$ cat src/rtl/core/rgb_linear_fade_generator_defines.svh
// ----------------------------------------------------------------------------
// RGB linear fade generator assertion macros
// Shared concurrent assertion forms, sampled on clk and disabled in reset.
// ----------------------------------------------------------------------------
`ifndef RGB_LINEAR_FADE_GENERATOR_DEFINES_SVH
`define RGB_LINEAR_FADE_GENERATOR_DEFINES_SVH

// The consequent must hold in the same cycle as the antecedent.
`define RLFG_ASSERT_NOW(label, ante, cons, msg) \
    label: assert property (@(posedge clk) disable iff (!rst_n) (ante) |-> (cons)) \
        else $error(msg);

// The consequent must hold in the cycle after the antecedent.
`define RLFG_ASSERT_NEXT(label, ante, cons, msg) \
    label: assert property (@(posedge clk) disable iff (!rst_n) (ante) |=> (cons)) \
        else $error(msg);

`endif

$ cat src/rtl/core/rlfg_pkg.sv
// ----------------------------------------------------------------------------
// RGB linear fade generator package
// Widths, constants and codes shared by the fade generator modules.
// ----------------------------------------------------------------------------
package rlfg_pkg;

    localparam int COLOR_W       = 8;
    localparam int STEPS_W       = 7;
    localparam int DUR_W         = 15;
    localparam int ADDR_W        = 3;
    localparam int DATA_W        = 32;
    localparam int MAX_STEPS_DEF = 64;

    localparam int NCHAN  = 3;
    localparam int CHAN_W = 2;

    // Shared divider: 15-bit dividend, 7-bit divisor.
    localparam int NUM_W     = 15;
    localparam int DEN_W     = 7;
    localparam int DIV_CNT_W = $clog2(NUM_W + 1);

    localparam int PCT = 100;
    localparam logic [COLOR_W-1:0] COLOR_MAX = 8'd255;

    // floor(p / 100) == (p * RECIP_100) >> RECIP_SH for every p below 1864135.
    localparam int RECIP_W   = 21;
    localparam int RECIP_100 = 1342178;
    localparam int RECIP_SH  = 27;
    localparam int Q_W       = 10;

    // Divider jobs: one per color channel, then the hold time.
    localparam logic [CHAN_W-1:0] SUB_RED   = 2'd0;
    localparam logic [CHAN_W-1:0] SUB_GREEN = 2'd1;
    localparam logic [CHAN_W-1:0] SUB_BLUE  = 2'd2;
    localparam logic [CHAN_W-1:0] SUB_HOLD  = 2'd3;

    localparam logic [ADDR_W-1:0] REG_POLARITY = 3'd0;

endpackage

$ cat src/rtl/core/rlfg_div.sv
// ----------------------------------------------------------------------------
// RGB linear fade generator divider
// Restoring unsigned divider that retires one quotient bit per cycle.
// ----------------------------------------------------------------------------
module rlfg_div
    import rlfg_pkg::*;
(
    input  logic             clk,
    input  logic             rst_n,
    input  logic             start,
    input  logic [NUM_W-1:0] numer,
    input  logic [DEN_W-1:0] denom,
    output logic             done,
    output logic [NUM_W-1:0] quotient
);

    logic                 busy_reg;
    logic                 done_reg;
    logic [DIV_CNT_W-1:0] cnt_reg;
    logic [DEN_W-1:0]     rem_reg;
    logic [NUM_W-1:0]     quo_reg;
    logic [DEN_W:0]       trial;
    logic [DEN_W:0]       trial_sub;
    logic                 fits;

    assign trial     = {rem_reg, quo_reg[NUM_W-1]};
    assign fits      = (trial >= {1'b0, denom});
    assign trial_sub = trial - {1'b0, denom};

    always_ff @(posedge clk or negedge rst_n)
    begin
        if (!rst_n)
        begin
            busy_reg <= 1'b0;
            done_reg <= 1'b0;
            cnt_reg  <= '0;
        end
        else if (start)
        begin
            busy_reg <= 1'b1;
            done_reg <= 1'b0;
            cnt_reg  <= DIV_CNT_W'(NUM_W);
        end
        else if (busy_reg)
        begin
            cnt_reg <= cnt_reg - 1'b1;
            if (cnt_reg == DIV_CNT_W'(1))
            begin
                busy_reg <= 1'b0;
                done_reg <= 1'b1;
            end
        end
        else
        begin
            done_reg <= 1'b0;
        end
    end

    always_ff @(posedge clk)
    begin
        if (start)
        begin
            rem_reg <= '0;
            quo_reg <= numer;
        end
        else if (busy_reg)
        begin
            rem_reg <= fits ? trial_sub[DEN_W-1:0] : trial[DEN_W-1:0];
            quo_reg <= {quo_reg[NUM_W-2:0], fits};
        end
    end

    assign done     = done_reg;
    assign quotient = quo_reg;

endmodule

$ cat src/rtl/core/rgb_linear_fade_generator.sv
// ----------------------------------------------------------------------------
// RGB linear fade generator
// Turns one fade request into a run of per-step RGB drive values.
// ----------------------------------------------------------------------------
// Each request fades from the kept current color to the target color in
// step_count steps (zero counts as one, counts above MAX_STEPS saturate) and
// yields one result per step, the last carrying the exact target and
// last_step. A request first runs four divisions by the step count on one
// shared bit-serial divider, and each step then passes through the MUL,
// RECIP and FIN states for each channel on the shared multiply path and
// then the EMIT state. No new request is taken until the last step has
// been handed to the output register.
module rgb_linear_fade_generator
    import rlfg_pkg::*;
#(
    parameter int MAX_STEPS = MAX_STEPS_DEF
)
(
    input  logic               clk,
    input  logic               rst_n,

    input  logic               psel,
    input  logic               penable,
    input  logic               pwrite,
    input  logic [ADDR_W-1:0]  paddr,
    input  logic [DATA_W-1:0]  pwdata,
    output logic [DATA_W-1:0]  prdata,
    output logic               pready,

    input  logic               in_valid,
    output logic               in_stall,
    input  logic [COLOR_W-1:0] target_red,
    input  logic [COLOR_W-1:0] target_green,
    input  logic [COLOR_W-1:0] target_blue,
    input  logic [STEPS_W-1:0] step_count,
    input  logic [DUR_W-1:0]   duration_ms,

    output logic               out_valid,
    input  logic               out_stall,
    output logic [COLOR_W-1:0] red_drive,
    output logic [COLOR_W-1:0] green_drive,
    output logic [COLOR_W-1:0] blue_drive,
    output logic [DUR_W-1:0]   hold_ms,
    output logic               last_step
);

`include "rgb_linear_fade_generator_defines.svh"

    localparam int STEP_W = $clog2(MAX_STEPS + 1);
    localparam int PROD_W = NUM_W + STEP_W;
    localparam int QM_W   = PROD_W + RECIP_W;

    localparam logic [2:0] S_IDLE   = 3'd0;
    localparam logic [2:0] S_DSTART = 3'd1;
    localparam logic [2:0] S_DWAIT  = 3'd2;
    localparam logic [2:0] S_MUL    = 3'd3;
    localparam logic [2:0] S_RECIP  = 3'd4;
    localparam logic [2:0] S_FIN    = 3'd5;
    localparam logic [2:0] S_EMIT   = 3'd6;

    logic [2:0]         state_reg;
    logic [CHAN_W-1:0]  sub_reg;
    logic [CHAN_W-1:0]  chan_reg;
    logic [STEP_W-1:0]  idx_reg;
    logic [STEPS_W-1:0] steps_reg;
    logic               anode_reg;
    logic               out_valid_reg;

    logic [COLOR_W-1:0] cur_reg    [NCHAN];
    logic [COLOR_W-1:0] tgt_reg    [NCHAN];
    logic [COLOR_W-1:0] absdiff_reg[NCHAN];
    logic               neg_reg    [NCHAN];
    logic [NUM_W-1:0]   wabs_reg   [NCHAN];
    logic [COLOR_W-1:0] drive_reg  [NCHAN];
    logic [DUR_W-1:0]   dur_reg;
    logic [DUR_W-1:0]   hold_reg;
    logic [PROD_W-1:0]  prod_reg;
    logic [QM_W-1:0]    qm_reg;

    logic [COLOR_W-1:0] red_out_reg;
    logic [COLOR_W-1:0] green_out_reg;
    logic [COLOR_W-1:0] blue_out_reg;
    logic [DUR_W-1:0]   hold_out_reg;
    logic               last_out_reg;

    logic               cfg_wr;
    logic               in_acc;
    logic               load;
    logic [STEPS_W-1:0] steps_clamped;
    logic [COLOR_W-1:0] targets[NCHAN];
    logic               div_start;
    logic               div_done;
    logic [NUM_W-1:0]   div_numer;
    logic [NUM_W-1:0]   div_quot;
    logic [Q_W-1:0]     q_val;
    logic [Q_W:0]       v_signed;
    logic [COLOR_W-1:0] v_clamped;

    assign pready = 1'b1;
    assign cfg_wr = psel && penable && pwrite && (paddr[ADDR_W-1] == REG_POLARITY[ADDR_W-1]);
    assign prdata = (paddr[ADDR_W-1] == REG_POLARITY[ADDR_W-1])
                  ? {{(DATA_W-1){1'b0}}, anode_reg} : '0;

    assign in_stall = (state_reg != S_IDLE);
    assign in_acc   = in_valid && (state_reg == S_IDLE);
    assign load     = (state_reg == S_EMIT) && (!out_valid_reg || !out_stall);

    assign targets[0] = target_red;
    assign targets[1] = target_green;
    assign targets[2] = target_blue;

    always_comb
    begin
        if (step_count == '0)
            steps_clamped = STEPS_W'(1);
        else if (step_count > STEPS_W'(MAX_STEPS))
            steps_clamped = STEPS_W'(MAX_STEPS);
        else
            steps_clamped = step_count;
    end

    assign div_start = (state_reg == S_DSTART);
    assign div_numer = (sub_reg == SUB_HOLD) ? dur_reg
                     : NUM_W'(absdiff_reg[sub_reg]) * NUM_W'(PCT);

    rlfg_div u_div
    (
        .clk      (clk),
        .rst_n    (rst_n),
        .start    (div_start),
        .numer    (div_numer),
        .denom    (steps_reg),
        .done     (div_done),
        .quotient (div_quot)
    );

    assign q_val = qm_reg[RECIP_SH +: Q_W];

    always_comb
    begin
        if (neg_reg[chan_reg])
            v_signed = {{(Q_W+1-COLOR_W){1'b0}}, tgt_reg[chan_reg]} + {1'b0, q_val};
        else
            v_signed = {{(Q_W+1-COLOR_W){1'b0}}, tgt_reg[chan_reg]} - {1'b0, q_val};
        if (v_signed[Q_W])
            v_clamped = '0;
        else if (v_signed[Q_W-1:0] > {{(Q_W-COLOR_W){1'b0}}, COLOR_MAX})
            v_clamped = COLOR_MAX;
        else
            v_clamped = v_signed[COLOR_W-1:0];
    end

    always_ff @(posedge clk or negedge rst_n)
    begin
        if (!rst_n)
        begin
            state_reg     <= S_IDLE;
            sub_reg       <= '0;
            chan_reg      <= '0;
            idx_reg       <= '0;
            anode_reg     <= 1'b0;
            out_valid_reg <= 1'b0;
            for (int c = 0; c < NCHAN; c++)
            begin
                cur_reg[c] <= '0;
            end
        end
        else
        begin
            if (cfg_wr)
                anode_reg <= pwdata[0];

            if (load)
                out_valid_reg <= 1'b1;
            else if (!out_stall)
                out_valid_reg <= 1'b0;

            case (state_reg)
                S_IDLE:
                begin
                    if (in_acc)
                    begin
                        sub_reg   <= SUB_RED;
                        state_reg <= S_DSTART;
                    end
                end
                S_DSTART:
                begin
                    state_reg <= S_DWAIT;
                end
                S_DWAIT:
                begin
                    if (div_done)
                    begin
                        if (sub_reg == SUB_HOLD)
                        begin
                            idx_reg   <= STEP_W'(steps_reg - STEPS_W'(1));
                            chan_reg  <= SUB_RED;
                            state_reg <= S_MUL;
                        end
                        else
                        begin
                            sub_reg   <= sub_reg + 1'b1;
                            state_reg <= S_DSTART;
                        end
                    end
                end
                S_MUL:
                begin
                    state_reg <= S_RECIP;
                end
                S_RECIP:
                begin
                    state_reg <= S_FIN;
                end
                S_FIN:
                begin
                    if (chan_reg == SUB_BLUE)
                    begin
                        state_reg <= S_EMIT;
                    end
                    else
                    begin
                        chan_reg  <= chan_reg + 1'b1;
                        state_reg <= S_MUL;
                    end
                end
                S_EMIT:
                begin
                    if (load)
                    begin
                        if (idx_reg == '0)
                        begin
                            for (int c = 0; c < NCHAN; c++)
                            begin
                                cur_reg[c] <= tgt_reg[c];
                            end
                            state_reg <= S_IDLE;
                        end
                        else
                        begin
                            idx_reg   <= idx_reg - 1'b1;
                            chan_reg  <= SUB_RED;
                            state_reg <= S_MUL;
                        end
                    end
                end
                default:
                begin
                    state_reg <= S_IDLE;
                end
            endcase
        end
    end

    always_ff @(posedge clk)
    begin
        if (in_acc)
        begin
            steps_reg <= steps_clamped;
            dur_reg   <= duration_ms;
            for (int c = 0; c < NCHAN; c++)
            begin
                tgt_reg[c] <= targets[c];
                neg_reg[c] <= (targets[c] < cur_reg[c]);
                absdiff_reg[c] <= (targets[c] < cur_reg[c]) ? (cur_reg[c] - targets[c])
                                                            : (targets[c] - cur_reg[c]);
            end
        end

        if ((state_reg == S_DWAIT) && div_done)
        begin
            if (sub_reg == SUB_HOLD)
                hold_reg <= div_quot;
            else
                wabs_reg[sub_reg] <= div_quot;
        end

        if (state_reg == S_MUL)
            prod_reg <= PROD_W'(idx_reg) * PROD_W'(wabs_reg[chan_reg]);

        if (state_reg == S_RECIP)
            qm_reg <= QM_W'(prod_reg) * QM_W'(RECIP_100);

        if (state_reg == S_FIN)
            drive_reg[chan_reg] <= anode_reg ? ~v_clamped : v_clamped;

        if (load)
        begin
            red_out_reg   <= drive_reg[0];
            green_out_reg <= drive_reg[1];
            blue_out_reg  <= drive_reg[2];
            hold_out_reg  <= hold_reg;
            last_out_reg  <= (idx_reg == '0);
        end
    end

    assign out_valid   = out_valid_reg;
    assign red_drive   = red_out_reg;
    assign green_drive = green_out_reg;
    assign blue_drive  = blue_out_reg;
    assign hold_ms     = hold_out_reg;
    assign last_step   = last_out_reg;

    `RLFG_ASSERT_NEXT(a_last_to_idle, load && (idx_reg == '0), state_reg == S_IDLE,
        "Fade did not return to idle after its last step.")
    `RLFG_ASSERT_NOW(a_done_in_wait, div_done, state_reg == S_DWAIT,
        "Divider finished outside the wait state.")
    `RLFG_ASSERT_NEXT(a_accept_starts_div, in_acc,
        (state_reg == S_DSTART) && (sub_reg == SUB_RED),
        "Accepted request did not start the red division.")
    `RLFG_ASSERT_NOW(a_index_in_range, (state_reg == S_MUL) || (state_reg == S_EMIT),
        STEPS_W'(idx_reg) < steps_reg,
        "Step index reached the step count.")

endmodule
$ cat config.mk
export PLATFORM = sky130hd
export DESIGN_NAME = rgb_linear_fade_generator
export DESIGN_NICKNAME = d
export VERILOG_FILES = /design/src/rtl/core/rlfg_pkg.sv /design/src/rtl/core/rlfg_div.sv /design/src/rtl/core/rgb_linear_fade_generator.sv
export VERILOG_INCLUDE_DIRS = /design/src /design/src/rtl/core
export SDC_FILE = /design/constraint.sdc
export NUM_CORES = 1
export LEC_CHECK = 0
export ABC_AREA = 1
export BUFFER_PORTS_ARGS = -buffer_cell sky130_fd_sc_hd__buf_4
export CAP_MARGIN = 10
export CORE_UTILIZATION = 55
export DETAILED_ROUTE_END_ITERATION = 7
export GPL_TIMING_DRIVEN = 0
export PLACE_DENSITY = 0.73
export SYNTH_ARGS = -nofsm -noshare
export SYNTH_HDL_FRONTEND = slang
export SYNTH_SLANG_ARGS = --single-unit
$ cat constraint.sdc
create_clock -name clk -period 12.45 [get_ports clk]
set_clock_uncertainty 0.05 [all_clocks]
set_input_delay 2.49 -clock clk [delete_from_list [all_inputs] [get_ports clk]]
set_output_delay 2.49 -clock clk [all_outputs]
set_load 0.02 [all_outputs]
==> results of run 1 <==
-- stage by stage --
stage               hold WS [ps]  cells  utilization [%]  area (um^2)  setup slack, ps
floorplan                    350   2791                -        26400             6330
global placement             354   3495             59.4        27800             4680
detailed placement           355   3503             59.7        28000             6220
CTS                          369   3565             62.2        29200             6200
global route                 377   3565             62.2        29200             5880
finish                       368   3565             62.2        29200             6100
-- final cells by class --
| class | instances | area (um^2) | share of cell area [%] |
|---|---|---|---|
| inverters | 621 | 2330 | 8.00 |
| clock inverters | 22 | 265 | 0.910 |
| repair buffers | 105 | 841 | 2.88 |
| flip-flops and latches | 297 | 8620 | 29.6 |
| clock buffers | 40 | 905 | 3.10 |
| multi-input cells | 1793 | 15000 | 51.4 |
| well taps | 607 | 759 | 2.61 |
| plain buffers | 80 | 454 | 1.56 |
-- Yosys cell counts (8+ instances only) --
cell	instances	area [um^2]
inv_1	605	2270
nand2_1	428	1610
ha_1	340	4250
edfxtp_1	244	7330
fa_1	235	4700
nor2_1	178	668
a21oi_1	143	716
o21ai_0	112	561
nand3_1	70	350
xor2_1	64	561
dfrtp_1	46	1150
buf_4	33	248
clkbuf_1	32	120
o21ai_1	25	125
xnor2_1	25	219
a21o_1	19	143
nor3_1	17	85.1
a31oi_1	13	81.3
buf_2	12	60.1
inv_2	11	41.3
nand4_1	11	68.8
o21bai_1	10	75.1
a211oi_1	9	67.6
o31ai_1	8	60.1
-- layer usage --
metal | track usage, % | vias up | part of all wire (%) | wire [um]
met2 | 44.9 | 521 | 49 | 29700
met4 | 10.2 | 0 | 4.1 | 2480
met3 | 4.07 | 112 | 5.4 | 3300
li1 | - | 9069 | - | -
met1 | 32.7 | 9243 | 42 | 25300
met5 | 0 | - | 0 | 0
-- path summary, 6_finish.rpt --
kind                                   to  slack [ps]  depth (start not counted)
setup / recovery             prod_reg[17]        6100                         21
hold / removal             green_drive[4]         370                          0
setup reg to reg             prod_reg[17]        6100                         21
hold reg to reg            green_drive[4]         370                          0
max in group asynchronous      idx_reg[1]        9890                          1
min in group asynchronous     cur_reg[19]        1940                          1
-- logic make-up (layout without fill, tap and decap cells) --
logic type      Yosys count  count (layout)  share of synthesized area, %
compound gates          360             360                          7.69
xor+xnor                 90              90                          3.08
fa+ha+maj               575             575                          34.1
buf+inv                 701             868                          10.6
flops                   297             297                          32.8
other cells               2              32                        0.0286
simple gates            736             736                          11.6
-- worst max-delay path, cell delays in order, from the launching register on --
cell      delay, ps
dfrtp_1         450
inv_2            50
buf_2           180
clkbuf_1        250
o21ai_0        1070
inv_1           310
nand2_1         180
fa_1            460
fa_1            550
inv_1            50
fa_1            470
inv_1            50
fa_1            470
inv_1            40
ha_1            340
nand2_1         110
nor2_1          270
nand2_1          90
o21ai_0         320
nand3_1         130
nand2_1         100
xor2_1          190
==> impl_metrics.json, run 1 <==
{
  "yosysSeqAreaShare_pct": 32.8,
  "nNetsFinal": 3595,
  "area_growth_syn_to_layout_pct": 11.1,
  "relSlewSlack_pct": 12.4,
  "core-area_mm2": 0.0469,
  "dpl.hpwl_um": 49700,
  "clockBufferDepth": 3,
  "die_w_um": 220,
  "clkLatencyLatePin_ps": 560,
  "finalWorstPathRequiredPeriod_ps": 6350,
  "cts_hold_buf": 0,
  "fmax_mhz": 157,
  "min_period_over_period_pct": 51.0,
  "drc_errors": 6,
  "syn_area_per_cell_um2": 9.50,
  "end_kind": "flop",
  "cts_setup_buffers": 0,
  "cts_tree": "done",
  "nFillCells": 3857,
  "cp-start-kind": "flop",
  "synth_area_mm2": 0.0262,
  "syn_inst": 2761,
  "first_pass_iters": 8,
  "ys_dominant_reg_cell": "edfxtp_1",
  "worst_pin_slew_ps": 1300,
  "min_from": "drive_reg[1][4]",
  "cts_sinks": 297,
  "routedWlPerCell_um": 17.0,
  "final_cell_mix": "605 x inv_1, 428 x nand2_1, 340 x ha_1",
  "cts.root.buffer_cell": "clkbuf_16",
  "grt_pass1_vias": 19351,
  "layout.cells.most_common": "inv_1",
  "yosys_register_bits": 297,
  "final.setup.tns_ps": 0,
  "avgViaCountPerCell": 5.31,
  "routabilityCongestion": 0.936,
  "yosys_warnings": 0,
  "drt_wl_total_um": 60800,
  "io_pins": 163,
  "vias": 18945,
  "drt_iter0_drc": 1254,
  "clk_pin_slew_ps": 60,
  "largest_reg_flops": 45,
  "min_path_type": "flop to flop",
  "numCtsBuffers": 34,
  "status": "finished with violations",
  "crit_type": "flop to flop",
  "start_util_pct": 56.0,
  "cp.arrival_ps": 6680,
  "r2r_start": "chan_reg[1]",
  "violations": "design-rule violations",
  "die_h_um": 220,
  "fp-row-count": 79,
  "grt_overflow": 0,
  "async_flop_share_pct": 15.5,
  "synth-edff-count": 244,
  "startpoint": "chan_reg[1]",
  "rsz0062_at_grt": "no",
  "diodes": 0,
  "ys_types": 53,
  "drtAntennaViolNets": 0,
  "numPortBuffers": 97,
  "finalHoldViolations": 0,
  "grt_max_degree": 47,
  "die_area_mm2": 0.0486,
  "cts_max_level": 2,
  "grt_use_total_pct": 26.0,
  "cap_violations": 0,
  "worstPathRequired_ps": 12780,
  "antenna_found_initial": 0,
  "drive_gt1_share_pct": 8.45,
  "path_max_fanout": 10,
  "maxSlewViolCount": 0,
  "grt_pass1_wl_um": 97200,
  "setup_viol": 0,
  "cts.repair.resized": 0
}
Power of run 1 is left out: the tool's default activity adds up to more than one toggle a clock period on the data nets, which glitch-free logic cannot reach.
==> run 2: changes to the inputs <==
--- a/config.mk
+++ b/config.mk
@@ -12,7 +12,7 @@
 export CORE_UTILIZATION = 55
 export DETAILED_ROUTE_END_ITERATION = 7
 export GPL_TIMING_DRIVEN = 0
-export PLACE_DENSITY = 0.73
+export PLACE_DENSITY = 0.76
 export SYNTH_ARGS = -nofsm -noshare
 export SYNTH_HDL_FRONTEND = slang
 export SYNTH_SLANG_ARGS = --single-unit
==> constraint.sdc (replaced) <==
create_clock -name clk -period 5.3 [get_ports clk]
set_clock_uncertainty 0.05 [all_clocks]
set_input_delay 1.06 -clock clk [delete_from_list [all_inputs] [get_ports clk]]
set_output_delay 1.06 -clock clk [all_outputs]
set_load 0.02 [all_outputs]
==> run 2 against run 1 <==
Effect of this change:
- critical path depth is 2 higher
- via count up 2.6%
- count of clock-buffer cells in the layout down 1
- cell count grew 2.5%
- flip-flop and latch count is the same
- die area stayed put
- routed wire length up 6.6%
- core utilization up 3.0 points
- register-to-register slack got worse by 6500 ps
- the run ends with design-rule violations, negative setup slack left
==> impl_metrics.json, run 2 (same netlist as run 1, synthesis figures left out) <==
{
  "start_util_pct": 56.0,
  "grt_max_degree": 47,
  "cts.root.buffer_cell": "clkbuf_16",
  "final_core_utilization_pct": 65.2,
  "setup_slack_ps": -379,
  "routedWlPerCell_um": 17.7,
  "grt_use_total_pct": 27.5,
  "cap_violations": 0,
  "clkLatencyLatePin_ps": 590,
  "cp_slowest_stage_delay_ps": 650,
  "die_h_um": 220,
  "routabilityCongestion": 0.953,
  "cp_top_family": "adder cells",
  "diodes": 0,
  "path_buf_inv": 7,
  "rsz0062_at_grt": "yes",
  "largest_reg_flops": 45,
  "fp-row-count": 79,
  "numCtsBuffers": 31,
  "end_kind": "flop",
  "hold_slack_ps": 360,
  "setup_viol": 10,
  "antenna_found_initial": 1,
  "layout.cells.most_common": "inv_1",
  "design_area_mm2": 0.0305,
  "finalHoldViolations": 0,
  "path_max_fanout": 5,
  "cts_max_level": 1,
  "cts_sinks": 297,
  "clk_pin_slew_ps": 60,
  "cp-start-kind": "flop",
  "grt_pass1_vias": 20273,
  "placed_area_mm2": 0.0281,
  "dpl.hpwl_um": 51000,
  "drt_wl_total_um": 64800,
  "crit_chain": "buf_6 -> buf_4 -> ha_4 -> inv_2 -> fa_1 -> fa_2 -> fa_1 -> inv_1 -> fa_1 -> fa_1 -> inv_2 -> fa_1 -> inv_1 -> ha_4 -> nand2_2 -> nor2_1 -> inv_1 -> o21ai_1 -> a21oi_1 -> nand2_2 -> nand2_2 -> nand3_1 -> nand2_1",
  "crit_type": "flop to flop",
  "clockBufferDepth": 3,
  "worst_path_max_delay_cell": "fa_1",
  "area_growth_syn_to_layout_pct": 16.4,
  "drive_gt1_share_pct": 16.2,
  "avgViaCountPerCell": 5.32,
  "die_w_um": 220,
  "worst_pin_slew_ps": 1220,
  "fmax_mhz": 176,
  "worstPathRequired_ps": 5580,
  "vias": 19443,
  "final_cell_mix": "579 x inv_1, 416 x nand2_1, 305 x ha_1",
  "grt_pass1_wl_um": 104000,
  "numPortBuffers": 97,
  "cts_hold_buf": 0,
  "status": "finished with violations",
  "min_path_type": "flop to flop",
  "maxSlewViolCount": 0,
  "core-area_mm2": 0.0469,
  "min_period_over_period_pct": 107,
  "reg2regPathDepth": 23,
  "nNetsFinal": 3684,
  "cts_tree": "done",
  "drt_iter0_drc": 1072,
  "holdPathStages": 0,
  "violations": "design-rule violations, negative setup slack",
  "finalWorstPathRequiredPeriod_ps": 5680,
  "die_area_mm2": 0.0486,
  "grt_overflow": 0,
  "relSlewSlack_pct": 18.1,
  "rrSetupSlack_ps": -380,
  "io_pins": 163,
  "cpMostUsedCell": "fa_1",
  "worst-path-stages": 23,
  "drtAntennaViolNets": 0,
  "cp.arrival_ps": 5960,
  "drc_errors": 3,
  "first_pass_iters": 8
}
run 2: changes by cell type in the layout (fill, tap and decap cells not counted), moves of 12 or more:
cell	change
a21oi_1	-25
a21oi_2	+20
buf_4	+70
buf_6	+19
fa_1	-13
fa_2	+13
ha_1	-35
ha_4	+24
inv_1	-26
inv_2	+24
nand2_1	-12
o21ai_0	-22
o21ai_2	+12
run 2: path summary, 6_finish.rpt:
path                                 to             from
setup / recovery             qm_reg[31]      prod_reg[8]
hold / removal             red_drive[2]  drive_reg[0][2]
setup reg to reg             qm_reg[31]      prod_reg[8]
hold reg to reg            red_drive[2]  drive_reg[0][2]
max in group asynchronous    idx_reg[3]            rst_n
min in group asynchronous     anode_reg            rst_n
run 2: final cells by class:
| type | instances | area, um^2 |
|---|---|---|
| Fill cell | 3585 | 16300 |
| Multi-Input combinational cell | 1793 | 15700 |
| Sequential cell | 297 | 8620 |
| Inverter | 621 | 2340 |
| Timing Repair Buffer | 198 | 1680 |
| Clock buffer | 39 | 836 |
| Tap cell | 607 | 759 |
| Buffer | 79 | 473 |
| Clock inverter | 19 | 143 |
run 2: layer usage:
metal	part of all wire [%]	up-vias	GRT usage [%]
met4	5.2	2	12.1
met1	40	9462	34.1
met3	4.6	167	2.83
met2	50	552	48.4
met5	0.020	-	0
li1	-	9260	-
run 2: worst register-to-register path, cell delays in order, from the launching register on:
cell	delay, ps
edfxtp_1	400
buf_6	150
buf_4	130
ha_4	260
inv_2	40
fa_1	510
fa_2	380
fa_1	540
inv_1	50
fa_1	460
fa_1	650
inv_2	60
fa_1	490
inv_1	60
ha_4	290
nand2_2	100
nor2_1	120
inv_1	70
o21ai_1	180
a21oi_1	110
nand2_2	130
nand2_2	80
nand3_1	70
nand2_1	60
run 2: per-stage QoR:
stage | instances | worst slack (ps) | setup TNS, ps
floorplan | 2791 | 6.43 | 0
global placement | 3495 | -903 | -67060
detailed placement | 3503 | -981 | -15090
CTS | 3640 | -339 | -2600
global route | 3653 | -553 | -4900
finish | 3653 | -379 | -3250
run 2: what timing repair did:
item                                    CTS  global route
resized for setup                       135            68
pin swaps                                65            38
buffers inserted                         80            13
endpoints found under the setup margin   23            22
Power of run 2 is left out for the same reason.
